**config.mk**
```make
export PLATFORM = sky130hd
export DESIGN_NAME = csv_record_tokenizer
export DESIGN_NICKNAME = d
export VERILOG_FILES = /design/src/rtl/core/crt_pkg.sv /design/src/rtl/core/crt_front.sv /design/src/rtl/core/crt_fifo.sv /design/src/rtl/core/crt_back.sv /design/src/rtl/core/csv_record_tokenizer.sv
export VERILOG_INCLUDE_DIRS = /design/src /design/src/rtl/core
export SDC_FILE = /design/constraint.sdc
export NUM_CORES = 1
export LEC_CHECK = 0
export ABC_AREA = 1
export BUFFER_PORTS_ARGS = -buffer_cell sky130_fd_sc_hd__buf_2
export CAP_MARGIN = 20
export CELL_PAD_IN_SITES_DETAIL_PLACEMENT = 2
export CELL_PAD_IN_SITES_GLOBAL_PLACEMENT = 2
export CORE_MARGIN = 5
export CORE_UTILIZATION = 31
export CTS_CLUSTER_DIAMETER = 40
export DETAILED_ROUTE_END_ITERATION = 8
export PLACE_DENSITY = 0.83
export SYNTH_ARGS = -nofsm -noshare
export SYNTH_HDL_FRONTEND = slang
export SYNTH_SLANG_ARGS = --single-unit
```
**constraint.sdc**
```tcl
create_clock -name i_clk -period 1.8 [get_ports i_clk]
set_input_delay 0.18 -clock i_clk [delete_from_list [all_inputs] [get_ports i_clk]]
set_output_delay 0.18 -clock i_clk [all_outputs]
set_load 0.05 [all_outputs]
```
**src/rtl/core/csv_record_tokenizer_macros.svh**
```systemverilog
// assertion macros shared by the tokenizer rtl
// depends on nothing; included by modules that carry concurrent checks
`ifndef CSV_RECORD_TOKENIZER_MACROS_SVH
`define CSV_RECORD_TOKENIZER_MACROS_SVH

`ifndef NO_ASSERTIONS

// antecedent implies consequent in the same cycle
`define CRT_ASSERT_SAME(label, clk, rst_n, ante, cons) \
    label: assert property (@(posedge clk) disable iff (!(rst_n)) (ante) |-> (cons)) \
        else $error("assertion failed: same-cycle check");

// antecedent implies consequent in the next cycle
`define CRT_ASSERT_NEXT(label, clk, rst_n, ante, cons) \
    label: assert property (@(posedge clk) disable iff (!(rst_n)) (ante) |=> (cons)) \
        else $error("assertion failed: next-cycle check");

`else

`define CRT_ASSERT_SAME(label, clk, rst_n, ante, cons)
`define CRT_ASSERT_NEXT(label, clk, rst_n, ante, cons)

`endif

`endif

```
**src/rtl/core/crt_pkg.sv**
```systemverilog
// types and constants of the csv record tokenizer
// depends on nothing; used by every module of the tokenizer
package crt_pkg;

    localparam int unsigned QueueDepth = 2;

    localparam logic [7:0] CH_QUOTE   = 8'h22;
    localparam logic [7:0] CH_LF      = 8'h0A;
    localparam logic [7:0] CH_CR      = 8'h0D;
    localparam logic [7:0] CH_NUL     = 8'h00;
    localparam logic [7:0] DELIM_RST  = 8'h2C;

    localparam logic OP_TEXT = 1'b0;
    localparam logic OP_END  = 1'b1;

    // byte class decided by the front end
    typedef enum logic [2:0] {
        CLS_END   = 3'd0,
        CLS_QUOTE = 3'd1,
        CLS_DELIM = 3'd2,
        CLS_LF    = 3'd3,
        CLS_CR    = 3'd4,
        CLS_OTHER = 3'd5
    } t_cls;

    typedef struct packed {
        t_cls       cls;
        logic [7:0] text;
    } t_entry;

    typedef enum logic [3:0] {
        ST_START = 4'b0001,
        ST_UNQ   = 4'b0010,
        ST_QUO   = 4'b0100,
        ST_AFTER = 4'b1000
    } t_pstate;

    typedef enum logic [1:0] {
        ERR_NONE      = 2'd0,
        ERR_QUOTE_UNQ = 2'd1,
        ERR_UNTERM    = 2'd2,
        ERR_AFTER_Q   = 2'd3
    } t_err;

endpackage

```
**src/rtl/core/crt_front.sv**
```systemverilog
// front end: input handshake, delimiter register and byte classification
// depends on crt_pkg
module crt_front (
    input  logic            i_clk,
    input  logic            i_rst_n,
    input  logic            i_in_valid,
    output logic            o_in_stall,
    input  logic            i_op,
    input  logic [7:0]      i_text_byte,
    input  logic            i_cfg_valid,
    output logic            o_cfg_ready,
    input  logic [7:0]      i_cfg_delimiter,
    input  logic            i_q_full,
    output logic            o_push,
    output crt_pkg::t_entry o_entry
);

    logic [7:0] r_delim;
    logic [7:0] n_delim;
    crt_pkg::t_cls w_cls;

    assign o_cfg_ready = 1'b1;
    assign n_delim     = (i_cfg_valid && o_cfg_ready) ? i_cfg_delimiter : r_delim;

    always_ff @(posedge i_clk) begin
        if (!i_rst_n) begin
            r_delim <= crt_pkg::DELIM_RST;
        end else begin
            r_delim <= n_delim;
        end
    end

    // check order: end, quote, delimiter, line end
    always_comb begin
        priority if (i_op == crt_pkg::OP_END || i_text_byte == crt_pkg::CH_NUL) begin
            w_cls = crt_pkg::CLS_END;
        end else if (i_text_byte == crt_pkg::CH_QUOTE) begin
            w_cls = crt_pkg::CLS_QUOTE;
        end else if (i_text_byte == r_delim) begin
            w_cls = crt_pkg::CLS_DELIM;
        end else if (i_text_byte == crt_pkg::CH_LF) begin
            w_cls = crt_pkg::CLS_LF;
        end else if (i_text_byte == crt_pkg::CH_CR) begin
            w_cls = crt_pkg::CLS_CR;
        end else begin
            w_cls = crt_pkg::CLS_OTHER;
        end
    end

    assign o_in_stall    = i_q_full;
    assign o_push        = i_in_valid && !i_q_full;
    assign o_entry.cls   = w_cls;
    assign o_entry.text  = i_text_byte;

endmodule

```
**src/rtl/core/crt_fifo.sv**
```systemverilog
// short queue of classified words between front and back end
// depends on crt_pkg and the assertion macro header
`include "csv_record_tokenizer_macros.svh"

module crt_fifo #(
    parameter int unsigned DEPTH = crt_pkg::QueueDepth
) (
    input  logic            i_clk,
    input  logic            i_rst_n,
    input  logic            i_push,
    input  crt_pkg::t_entry i_entry,
    output logic            o_full,
    input  logic            i_pop,
    output logic            o_head_valid,
    output crt_pkg::t_entry o_head
);

    localparam int unsigned AW = (DEPTH > 1) ? $clog2(DEPTH) : 1;
    localparam int unsigned CW = $clog2(DEPTH + 1);
    localparam logic [AW-1:0] LastIdx = AW'(DEPTH - 1);
    localparam logic [CW-1:0] FullCnt = CW'(DEPTH);

    crt_pkg::t_entry r_mem [DEPTH];
    logic [AW-1:0]   r_wr_ptr, n_wr_ptr;
    logic [AW-1:0]   r_rd_ptr, n_rd_ptr;
    logic [CW-1:0]   r_count, n_count;
    logic            w_do_push, w_do_pop;

    assign o_full       = (r_count == FullCnt);
    assign o_head_valid = (r_count != '0);
    assign o_head       = r_mem[r_rd_ptr];
    assign w_do_push    = i_push && !o_full;
    assign w_do_pop     = i_pop && o_head_valid;

    always_comb begin
        n_wr_ptr = r_wr_ptr;
        n_rd_ptr = r_rd_ptr;
        n_count  = r_count;
        if (w_do_push) begin
            n_wr_ptr = (r_wr_ptr == LastIdx) ? '0 : r_wr_ptr + AW'(1);
        end
        if (w_do_pop) begin
            n_rd_ptr = (r_rd_ptr == LastIdx) ? '0 : r_rd_ptr + AW'(1);
        end
        if (w_do_push && !w_do_pop) begin
            n_count = r_count + CW'(1);
        end else if (w_do_pop && !w_do_push) begin
            n_count = r_count - CW'(1);
        end
    end

    always_ff @(posedge i_clk) begin
        if (!i_rst_n) begin
            r_wr_ptr <= '0;
            r_rd_ptr <= '0;
            r_count  <= '0;
        end else begin
            r_wr_ptr <= n_wr_ptr;
            r_rd_ptr <= n_rd_ptr;
            r_count  <= n_count;
        end
    end

    always_ff @(posedge i_clk) begin
        if (w_do_push) begin
            r_mem[r_wr_ptr] <= i_entry;
        end
    end

    `CRT_ASSERT_SAME(a_count_bound, i_clk, i_rst_n, 1'b1, r_count <= FullCnt)
    `CRT_ASSERT_NEXT(a_push_grows, i_clk, i_rst_n, w_do_push && !w_do_pop, o_head_valid)

endmodule

```
**src/rtl/core/crt_back.sv**
```systemverilog
// back end: four-state field parser, sticky end flags and output register
// depends on crt_pkg and the assertion macro header
`include "csv_record_tokenizer_macros.svh"

module crt_back (
    input  logic            i_clk,
    input  logic            i_rst_n,
    input  logic            i_head_valid,
    input  crt_pkg::t_entry i_head,
    output logic            o_pop,
    output logic            o_out_valid,
    input  logic            i_out_stall,
    output logic            o_has_byte,
    output logic [7:0]      o_content_byte,
    output logic            o_field_end,
    output logic            o_row_end,
    output logic            o_input_done,
    output logic [1:0]      o_error_code
);

    crt_pkg::t_pstate r_state, n_state;
    logic r_row_open, n_row_open;
    logic r_swallow, n_swallow;
    logic r_finished, n_finished;
    logic r_failed, n_failed;
    logic r_out_valid, n_out_valid;

    logic          r_has_byte, r_field_end, r_row_end, r_done;
    logic [7:0]    r_content;
    crt_pkg::t_err r_err;

    logic          w_take, w_emit, w_handled;
    logic          w_hb, w_fe, w_re, w_dn;
    logic [7:0]    w_cb;
    crt_pkg::t_err w_ec;

    assign w_take = i_head_valid && (!r_out_valid || !i_out_stall);
    assign o_pop  = w_take;

    always_comb begin
        n_state    = r_state;
        n_row_open = r_row_open;
        n_swallow  = r_swallow;
        n_finished = r_finished;
        n_failed   = r_failed;
        w_emit     = 1'b0;
        w_handled  = 1'b0;
        w_hb       = 1'b0;
        w_cb       = '0;
        w_fe       = 1'b0;
        w_re       = 1'b0;
        w_dn       = 1'b0;
        w_ec       = crt_pkg::ERR_NONE;
        if (w_take && !r_finished && !r_failed) begin
            n_swallow = 1'b0;
            if (i_head.cls == crt_pkg::CLS_END) begin
                w_emit = 1'b1;
                if (!r_row_open) begin
                    n_finished = 1'b1;
                    w_dn       = 1'b1;
                end else if (r_state == crt_pkg::ST_QUO) begin
                    n_failed = 1'b1;
                    w_ec     = crt_pkg::ERR_UNTERM;
                end else begin
                    n_finished = 1'b1;
                    n_row_open = 1'b0;
                    n_state    = crt_pkg::ST_START;
                    w_fe       = 1'b1;
                    w_re       = 1'b1;
                    w_dn       = 1'b1;
                end
            end else if (r_swallow && i_head.text == crt_pkg::CH_LF) begin
                // lf right after a cr line end is dropped
                n_swallow = 1'b0;
            end else begin
                n_row_open = 1'b1;
                unique case (r_state)
                    crt_pkg::ST_QUO: begin
                        w_handled = 1'b1;
                        if (i_head.cls == crt_pkg::CLS_QUOTE) begin
                            n_state = crt_pkg::ST_AFTER;
                        end else begin
                            w_emit = 1'b1;
                            w_hb   = 1'b1;
                            w_cb   = i_head.text;
                        end
                    end
                    crt_pkg::ST_AFTER: begin
                        if (i_head.cls == crt_pkg::CLS_QUOTE) begin
                            w_handled = 1'b1;
                            n_state   = crt_pkg::ST_QUO;
                            w_emit    = 1'b1;
                            w_hb      = 1'b1;
                            w_cb      = crt_pkg::CH_QUOTE;
                        end
                    end
                    crt_pkg::ST_UNQ: begin
                        if (i_head.cls == crt_pkg::CLS_QUOTE) begin
                            w_handled = 1'b1;
                            n_failed  = 1'b1;
                            w_emit    = 1'b1;
                            w_ec      = crt_pkg::ERR_QUOTE_UNQ;
                        end
                    end
                    crt_pkg::ST_START: begin
                        if (i_head.cls == crt_pkg::CLS_QUOTE) begin
                            w_handled = 1'b1;
                            n_state   = crt_pkg::ST_QUO;
                        end
                    end
                    default: begin
                        w_handled = 1'b1;
                        n_state   = crt_pkg::ST_START;
                    end
                endcase
                if (!w_handled) begin
                    priority if (i_head.cls == crt_pkg::CLS_DELIM) begin
                        n_state = crt_pkg::ST_START;
                        w_emit  = 1'b1;
                        w_fe    = 1'b1;
                    end else if (i_head.cls == crt_pkg::CLS_LF ||
                                 i_head.cls == crt_pkg::CLS_CR) begin
                        n_state    = crt_pkg::ST_START;
                        n_row_open = 1'b0;
                        n_swallow  = (i_head.cls == crt_pkg::CLS_CR);
                        w_emit     = 1'b1;
                        w_fe       = 1'b1;
                        w_re       = 1'b1;
                    end else if (r_state == crt_pkg::ST_AFTER) begin
                        n_failed = 1'b1;
                        w_emit   = 1'b1;
                        w_ec     = crt_pkg::ERR_AFTER_Q;
                    end else begin
                        n_state = crt_pkg::ST_UNQ;
                        w_emit  = 1'b1;
                        w_hb    = 1'b1;
                        w_cb    = i_head.text;
                    end
                end
            end
        end
    end

    always_comb begin
        if (w_take && w_emit) begin
            n_out_valid = 1'b1;
        end else if (!i_out_stall) begin
            n_out_valid = 1'b0;
        end else begin
            n_out_valid = r_out_valid;
        end
    end

    always_ff @(posedge i_clk) begin
        if (!i_rst_n) begin
            r_state     <= crt_pkg::ST_START;
            r_row_open  <= 1'b0;
            r_swallow   <= 1'b0;
            r_finished  <= 1'b0;
            r_failed    <= 1'b0;
            r_out_valid <= 1'b0;
        end else begin
            r_state     <= n_state;
            r_row_open  <= n_row_open;
            r_swallow   <= n_swallow;
            r_finished  <= n_finished;
            r_failed    <= n_failed;
            r_out_valid <= n_out_valid;
        end
    end

    always_ff @(posedge i_clk) begin
        if (w_take && w_emit) begin
            r_has_byte  <= w_hb;
            r_content   <= w_cb;
            r_field_end <= w_fe;
            r_row_end   <= w_re;
            r_done      <= w_dn;
            r_err       <= w_ec;
        end
    end

    assign o_out_valid    = r_out_valid;
    assign o_has_byte     = r_has_byte;
    assign o_content_byte = r_content;
    assign o_field_end    = r_field_end;
    assign o_row_end      = r_row_end;
    assign o_input_done   = r_done;
    assign o_error_code   = r_err;

    `CRT_ASSERT_NEXT(a_sticky_quiet, i_clk, i_rst_n,
        (r_finished || r_failed) && !(r_out_valid && i_out_stall), !r_out_valid)
    `CRT_ASSERT_SAME(a_err_alone, i_clk, i_rst_n, r_out_valid && r_err != crt_pkg::ERR_NONE,
        !r_has_byte && !r_field_end && !r_row_end && !r_done)
    `CRT_ASSERT_SAME(a_row_has_field, i_clk, i_rst_n, r_out_valid && r_row_end, r_field_end)
    `CRT_ASSERT_SAME(a_done_sticky, i_clk, i_rst_n, r_out_valid && r_done, r_finished)

endmodule

```
**src/rtl/core/csv_record_tokenizer.sv**
```systemverilog
// top level of the streaming csv record tokenizer
// depends on crt_pkg, crt_front, crt_fifo and crt_back

// csv_record_tokenizer splits a csv byte stream into fields and rows. each input
// word is either a text byte (op 0) or end of input (op 1); a zero byte also ends
// input. each word gives at most one result word: a content byte, a field end, a
// field end with row end, a done mark, or an error code (1 quote inside an unquoted
// field, 2 unterminated quote, 3 bad byte after a closing quote). a doubled quote
// inside a quoted field gives one quote byte, and an lf right after a cr line end
// is dropped. after done or an error the block drops every word until reset.
// throughput is one word per clock while the output is not stalled: the front end
// classifies a byte in the cycle it is accepted and writes it into a two-entry
// queue, and the back end takes one queued word per cycle into its output register.
// the user writes the delimiter register (reset comma) over the cfg port only while
// the block is idle; the block does not enforce it. the cfg port is always ready
module csv_record_tokenizer #(
    parameter int unsigned QUEUE_DEPTH = crt_pkg::QueueDepth
) (
    input  logic       i_clk,
    input  logic       i_rst_n,
    // input words
    input  logic       i_in_valid,
    output logic       o_in_stall,
    input  logic       i_op,
    input  logic [7:0] i_text_byte,
    // delimiter register write
    input  logic       i_cfg_valid,
    output logic       o_cfg_ready,
    input  logic [7:0] i_cfg_delimiter,
    // result words
    output logic       o_out_valid,
    input  logic       i_out_stall,
    output logic       o_has_byte,
    output logic [7:0] o_content_byte,
    output logic       o_field_end,
    output logic       o_row_end,
    output logic       o_input_done,
    output logic [1:0] o_error_code
);

    // classified word from the front end into the queue
    logic            w_push;
    crt_pkg::t_entry w_push_entry;
    logic            w_q_full;
    // queue head into the back end
    logic            w_head_valid;
    crt_pkg::t_entry w_head;
    logic            w_pop;

    // front: handshake, delimiter register, byte classes in check order
    crt_front u_front (
        .i_clk           (i_clk),
        .i_rst_n         (i_rst_n),
        .i_in_valid      (i_in_valid),
        .o_in_stall      (o_in_stall),
        .i_op            (i_op),
        .i_text_byte     (i_text_byte),
        .i_cfg_valid     (i_cfg_valid),
        .o_cfg_ready     (o_cfg_ready),
        .i_cfg_delimiter (i_cfg_delimiter),
        .i_q_full        (w_q_full),
        .o_push          (w_push),
        .o_entry         (w_push_entry)
    );

    // queue decouples the input stall from the output stall
    crt_fifo #(
        .DEPTH (QUEUE_DEPTH)
    ) u_fifo (
        .i_clk        (i_clk),
        .i_rst_n      (i_rst_n),
        .i_push       (w_push),
        .i_entry      (w_push_entry),
        .o_full       (w_q_full),
        .i_pop        (w_pop),
        .o_head_valid (w_head_valid),
        .o_head       (w_head)
    );

    // back: parser state, row and swallow flags, sticky end, output register
    crt_back u_back (
        .i_clk          (i_clk),
        .i_rst_n        (i_rst_n),
        .i_head_valid   (w_head_valid),
        .i_head         (w_head),
        .o_pop          (w_pop),
        .o_out_valid    (o_out_valid),
        .i_out_stall    (i_out_stall),
        .o_has_byte     (o_has_byte),
        .o_content_byte (o_content_byte),
        .o_field_end    (o_field_end),
        .o_row_end      (o_row_end),
        .o_input_done   (o_input_done),
        .o_error_code   (o_error_code)
    );

endmodule

```
## Yosys cells after proc, flatten, opt, wreduce, memory -nomap -nowiden

Memory sizes are Yosys's and may differ from the RTL's. A register that Yosys moved wholly into a read port is not among the register bits.
Cells that the tools add are included.

| storage, ports and cells | value |
|---|---|
| RAM bits | 22 |
| memories kept | 1 |
| output and inout port bits | 17 |
| word-level logic and storage cells | 170 |
| input port bits | 22 |
| bits in registers | 35 |

Memory list:

| name | words | bits a word | rd ports | clocked after memory_dff | wr ports | RTL line | text |
|---|---|---|---|---|---|---|---|
| u_fifo.r_mem | 2 | 11 | 1 | 1 | 1 | crt_fifo.sv:23 | `crt_pkg::t_entry r_mem [DEPTH];` |

| cells by class | value |
|---|---|
| add/sub/neg operators | 4 |
| reduce and logical (&&, ||, !) cells | 33 |
| muxes and demuxes | 95 |
| bitwise operators | 1 |
| equality and inequality tests | 20 |

Operator list:

| cell | count |
|---|---|
| 1-bit 2-to-1 mux | 60 |
| 4-bit 2-to-1 mux | 10 |
| 8-bit 2-to-1 mux | 5 |
| 8-bit by 4-bit == test with 1-bit output, second input constant | 3 |
| 2-bit 2-to-1 mux | 11 |
| 8-bit one-hot mux with 2 select lines | 1 |
| 3-bit 2-to-1 mux | 4 |
| 4-bit one-hot mux with 3 select lines | 1 |
| 1-bit logical AND | 10 |
| 8-bit by 6-bit == test with 1-bit output, second input constant | 1 |
| 8-bit == test | 1 |
| 8-bit zero test | 1 |
| 4-bit AND reduction | 2 |
| 1-bit zero test | 7 |
| 3-bit by 2-bit == test with 1-bit output, second input constant | 2 |
| 6-bit 2-to-1 mux | 1 |
| 2-bit by 1-bit != test with 1-bit output, second input constant | 3 |
| 2-bit != test, second input constant | 3 |
| 3-bit OR reduction | 2 |
| 4-bit by 1-bit == test with 1-bit output, second input constant | 1 |
| 4-bit by 2-bit == test with 1-bit output, second input constant | 1 |
| 4-bit by 3-bit == test with 1-bit output, second input constant | 1 |
| 4-bit == test, second input constant | 1 |
| 1-bit one-hot mux with 2 select lines | 2 |
| 13 further kinds | 19 |

## Depth between registers and ports, before layout

| depth | value |
|---|---|
| depth after elaboration | 12 |
| mapped depth | 13 |

## Modules after synthesis

Synthesis repeated with hierarchy kept, for this count alone.

| unflattened totals | value |
|---|---|
| cells, all modules | 340 |
| area, all modules | 2961.6 sq um |

Modules (own cells, without submodules):

| module | instances | area an instance (sq um) | cells an instance | seq. area each (sq um) |
|---|---|---|---|---|
| crt_back | 1 | 1341.3 | 176 | 600.6 |
| crt_fifo | 1 | 1039.7 | 71 | 760.7 |
| crt_front | 1 | 580.6 | 93 | 160.2 |

## Worst setup path before layout

OpenSTA, ideal clock, no wires.

| timing | value |
|---|---|
| path kind | register to register |
| from | reg u_back.r_out_valid, in the netlist u_back.o_out_valid |
| to | reg u_back.r_content[0], in the netlist u_back.o_content_byte[0], enable pin |
| slack | -0.101 ns |
| stages on the path, launching flop included | 10 |
| arrival | 1.555 ns |
| cell sequence | dfxtp_1 -> nand2_1 -> o21ai_1 -> inv_1 -> nand2_1 -> inv_1 -> nand2_1 -> inv_1 -> nand2_1 -> nand2_1 |

| between the ends | value |
|---|---|
| cells in the longest elaborated chain, start to end | 7 |

Ends and longest elaborated chain:

| item | RTL line | text |
|---|---|---|
| start: declaration | crt_back.sv:26 | `logic r_out_valid, n_out_valid;` |
| start signal: assignment | crt_back.sv:168 | `r_out_valid <= n_out_valid;` |
| 1-bit zero test (*) | crt_back.sv:37 | `assign w_take = i_head_valid && (!r_out_valid \|\| !i_out_stall);` |
| 1-bit logical OR (*) | crt_back.sv:37 |  |
| 1-bit logical AND (*) | crt_back.sv:37 |  |
| 1-bit logical AND (2 in series) | crt_back.sv:54 | `if (w_take && !r_finished && !r_failed) begin` |
| 1-bit 2-to-1 mux | crt_back.sv:54 |  |
| 1-bit logical AND (*) | crt_back.sv:173 | `if (w_take && w_emit) begin` |
| end signal: assignment | crt_back.sv:175 | `r_content <= w_cb;` |
| end: declaration | crt_back.sv:29 | `logic [7:0] r_content;` |

Every way passes the cells marked *; elsewhere a longest branch is shown, timed or not.
A chain may end at the register's enable or synchronous reset.

==> metrics.csv <==
stage,metric,value,unit
global_route,largest net degree at the start of global routing,19,
sta,Final WS setup,0.0570,ns
cells_and_area,share of cells above drive strength 1,34.3,%
critical_path,r2r endpoint,u_back.o_input_done$_SDFFCE_PN0P_,
die,core area,8810,µm²
logic_synthesis,YS warnings,0,
global_route,vias in the first global route,2758,
die,IO Count,39,
sta,Final Critical Period,1.74,ns
sta,Tcrit/Tclk final,96.8,%
cells_and_area,Finished Cell Area,3640,µm²
critical_path,"Buf+Inv Stages, Crit Path",2,
pwr,P per Cell Area,1870,nW/µm²
die,Die Wd,105,µm
logic_synthesis,Avg Synthesized Cell Area,8.94,µm²
drt,drt pass-1 iters,5,
drt,highest routed layer,met4,
sta,RSZ-0062 raised after global routing,yes,
cells_and_area,area taken by flip-flops and latches,1530,µm²
drt,Antenna Nets Post-Route,0,
clocking,clock buffer depth,2,
cells_and_area,Util after Layout,41.4,%
logic_synthesis,Post-synth EDFFs,36,
critical_path,required time of the critical path,1.89,ns
drt,Post-Route WL,8650,µm
die,die area,11100,µm²
sta,Fin. Hold Viols,0,
clocking,clk slew on worst S/H paths,0.08,ns
sta,Max Clock Skew,0.0116,ns
pwr,Leak,1.66,nW
clocking,CTS Hold Bufs,0,
logic_synthesis,synthesized flop and latch total,58,
logic_synthesis,cell taking the most area after synthesis,edfxtp_1,
cells_and_area,Final nets,406,
place,PortBufs,37,
cells_and_area,multi-input logic area,1200,µm²
clocking,CTS tree,yes,
logic_synthesis,most common cell in the synthesized netlist,nand2_1,
logic_synthesis,Cells after Synth,315,
min_path,Worst Hold Class,in -> reg,
sta,max_slew headroom,33.5,%
run_status,outcome,"finished, final reports clean",
cells_and_area,Non-Filler Instances,496,
logic_synthesis,Post-synth top cells,"nand2_1 (68), inv_1 (39), nor2_1 (38)",
critical_path,CP top delay family,simple AND/OR/NAND/NOR gates,
place,routability cong.,0.848,
global_route,global-route wire length before repair,14100,µm
critical_path,Reg2Reg Setup Slack,0.06,ns
drt,Routed met2 length,4810,µm
critical_path,CP most frequent cell,nand2_1,
logic_synthesis,post-synthesis sequential area ratio,54.0,%
drt,Residual DRC,0,
place,Final HPWL DP,6450,µm
sta,"Setup violations, final",0,
sta,Slew Limit Fails,0,
place,Placed Area,3270,µm²
sta,slew of the pin with the lowest slew margin,0.994,ns
clocking,Root Buffer,clkbuf_8,
clocking,CTS Sinks,58,
sta,Setup TNS Final,0,ns
clocking,CTS buffer count,9,
logic_synthesis,Synth top area share,38.4,%
global_route,GRT Total Usage,16.1,%
clocking,Worst-Skew Late Latency,0.34,ns
drt,vias per cell,4.83,
logic_synthesis,Synth area leaders,"edfxtp_1 (38%), dfxtp_1 (16%), nand2_1 (9.1%)",
critical_path,crit-path max cell delay,0.41,ns
critical_path,worst setup path endpoint,u_back.o_input_done$_SDFFCE_PN0P_,
clocking,CTS H-tree lvls,3,
global_route,antenna violations before repair,0,
critical_path,"Cell Chain, Critical Path","buf_8, nand2_1, nand2_1, nand2_1, nor2_4, nand3_2, nand2_1, inv_1, nand2_2, nand2_4",
cells_and_area,# fillers,986,
drt,wire length per cell,17.4,µm
critical_path,crit path max-delay cell type,dfxtp_4,
logic_synthesis,"Top FF cell, synth",edfxtp_1,
place,pre-CTS setup slack,-0.0984,ns
critical_path,CP Depth,10,
drt,Metal-1 WL,3460,µm
critical_path,crit end category,register,
logic_synthesis,Netlist cell types,33,
logic_synthesis,synthesized area,2820,µm²
logic_synthesis,Mapped Nets,338,
drt,Via Count,2396,
cells_and_area,"Area growth, synth to finish",29.5,%
die,Starting Density,32.0,%
logic_synthesis,Post-synth ARST share,0,%
drt,met3 wire len,269,µm
critical_path,Worst EP arrival,1.83,ns
die,row cnt,34,
sta,fmax,574,MHz
job,max cap viols,0,
critical_path,Max Fanout on Critical Path,9,
die,Die H,105,µm
critical_path,R2R cell count,10,
critical_path,type of origin of the critical path,register,
drt,Starting DRT DRC Count,61,
global_route,grt total ovfl,0,
pwr,maximum vdd drop,0.490,mV
place,placed cells,477,
critical_path,worst setup path category,reg -> reg,
cells_and_area,n_diodes,0,
[report_power, final]
group	switching, mW	internal (mW)
logic	2.38	1.04
clock network	0.612	0.735
registers	0.186	1.87
total	3.17	3.64
[worst min path at each step]
stage	start	to	slack [ns]	cells after the start
after floorplan	i_text_byte[0]	u_fifo.r_mem[0][0]$_DFFE_PP_	0.28	0
after global placement	i_cfg_delimiter[2]	u_front.r_delim[2]$_SDFFE_PN1P_	0.39	3
after detailed placement	i_cfg_delimiter[2]	u_front.r_delim[2]$_SDFFE_PN1P_	0.40	3
after CTS	i_cfg_delimiter[2]	u_front.r_delim[2]$_SDFFE_PN1P_	0.03	3
after global routing	i_cfg_delimiter[2]	u_front.r_delim[2]$_SDFFE_PN1P_	0.04	3
final	i_cfg_delimiter[2]	u_front.r_delim[2]$_SDFFE_PN1P_	0.04	3
[timing repair]
item                       CTS  global route
pin swaps                    0             7
gates resized for setup      6            31
setup buffers                0             2
gates cloned                 0             1
setup endpoints to repair   37            44
[flip-flops by register name, indices dropped and copies added (netlist names), named ones only]
name and flops:
u_fifo.r_wr_ptr 1, u_fifo.r_mem 22, u_back.r_failed 1, u_back.r_swallow 1, u_back.r_state 4, u_front.r_delim 8
u_back.o_out_valid 1, u_back.r_row_open 1, u_back.o_input_done 1, u_fifo.r_rd_ptr 1, u_back.o_has_byte 1, u_fifo.r_count 2
u_back.o_error_code 2, u_back.o_content_byte 8, u_back.r_finished 1, u_back.o_field_end 1, u_back.o_row_end 1
[final cells by class]
cell class                      count  area share, %
Clock inverter                      6           1.96
Clock buffer                       10           4.09
Multi-Input combinational cell    210           33.1
Sequential cell                    58           41.9
Timing Repair Buffer               62           10.7
Tap cell                          108           3.71
Inverter                           42           4.53
[per-stage QoR]
stage	hold slack, ns	power (mW)
global placement	0.391	4.93
CTS	0.0271	6.57
detailed placement	0.399	5.15
finish	0.0386	6.82
global route	0.0414	7.24
floorplan	0.279	4.18
[logic make-up (layout without fill, tap and decap cells)]
logic type	count (synthesis)	after routing	synth area share (%)
and+or+nand+nor	156	157	26.8
DFF	58	58	54.0
buffers and inverters	48	120	7.11
AOI/OAI and AO/OA	43	43	8.93
xor gates and xnor gates	8	8	2.49
adders and majority gates	1	1	0.444
other	1	1	0.133
[cell usage in the layout, fill, tap and decap left out, types with 12 or more instances in the layout]
| cell type | netlist | final |
|---|---|---|
| buf_2 | 1 | 37 |
| buf_4 | 1 | 21 |
| dfxtp_1 | 22 | 19 |
| edfxtp_1 | 36 | 36 |
| inv_1 | 39 | 38 |
| nand2_1 | 68 | 62 |
| nand2_2 | 8 | 12 |
| nand3_1 | 17 | 14 |
| nor2_1 | 38 | 35 |
| o21ai_0 | 18 | 17 |
[worst min-delay path, delay by kind of cell]
| family | cells | cell delay, ns |
|---|---|---|
| and+or+nand+nor | 2 | 0.10 |
| buffers and inverters | 1 | 0.07 |
[routing by layer]
metal	vias up	track usage, %
li1	1163	-
met1	1173	17.8
met2	49	30.7
met3	11	2.93
met4	0	5.90
met5	-	0
(Power assumes the default switching activity.)
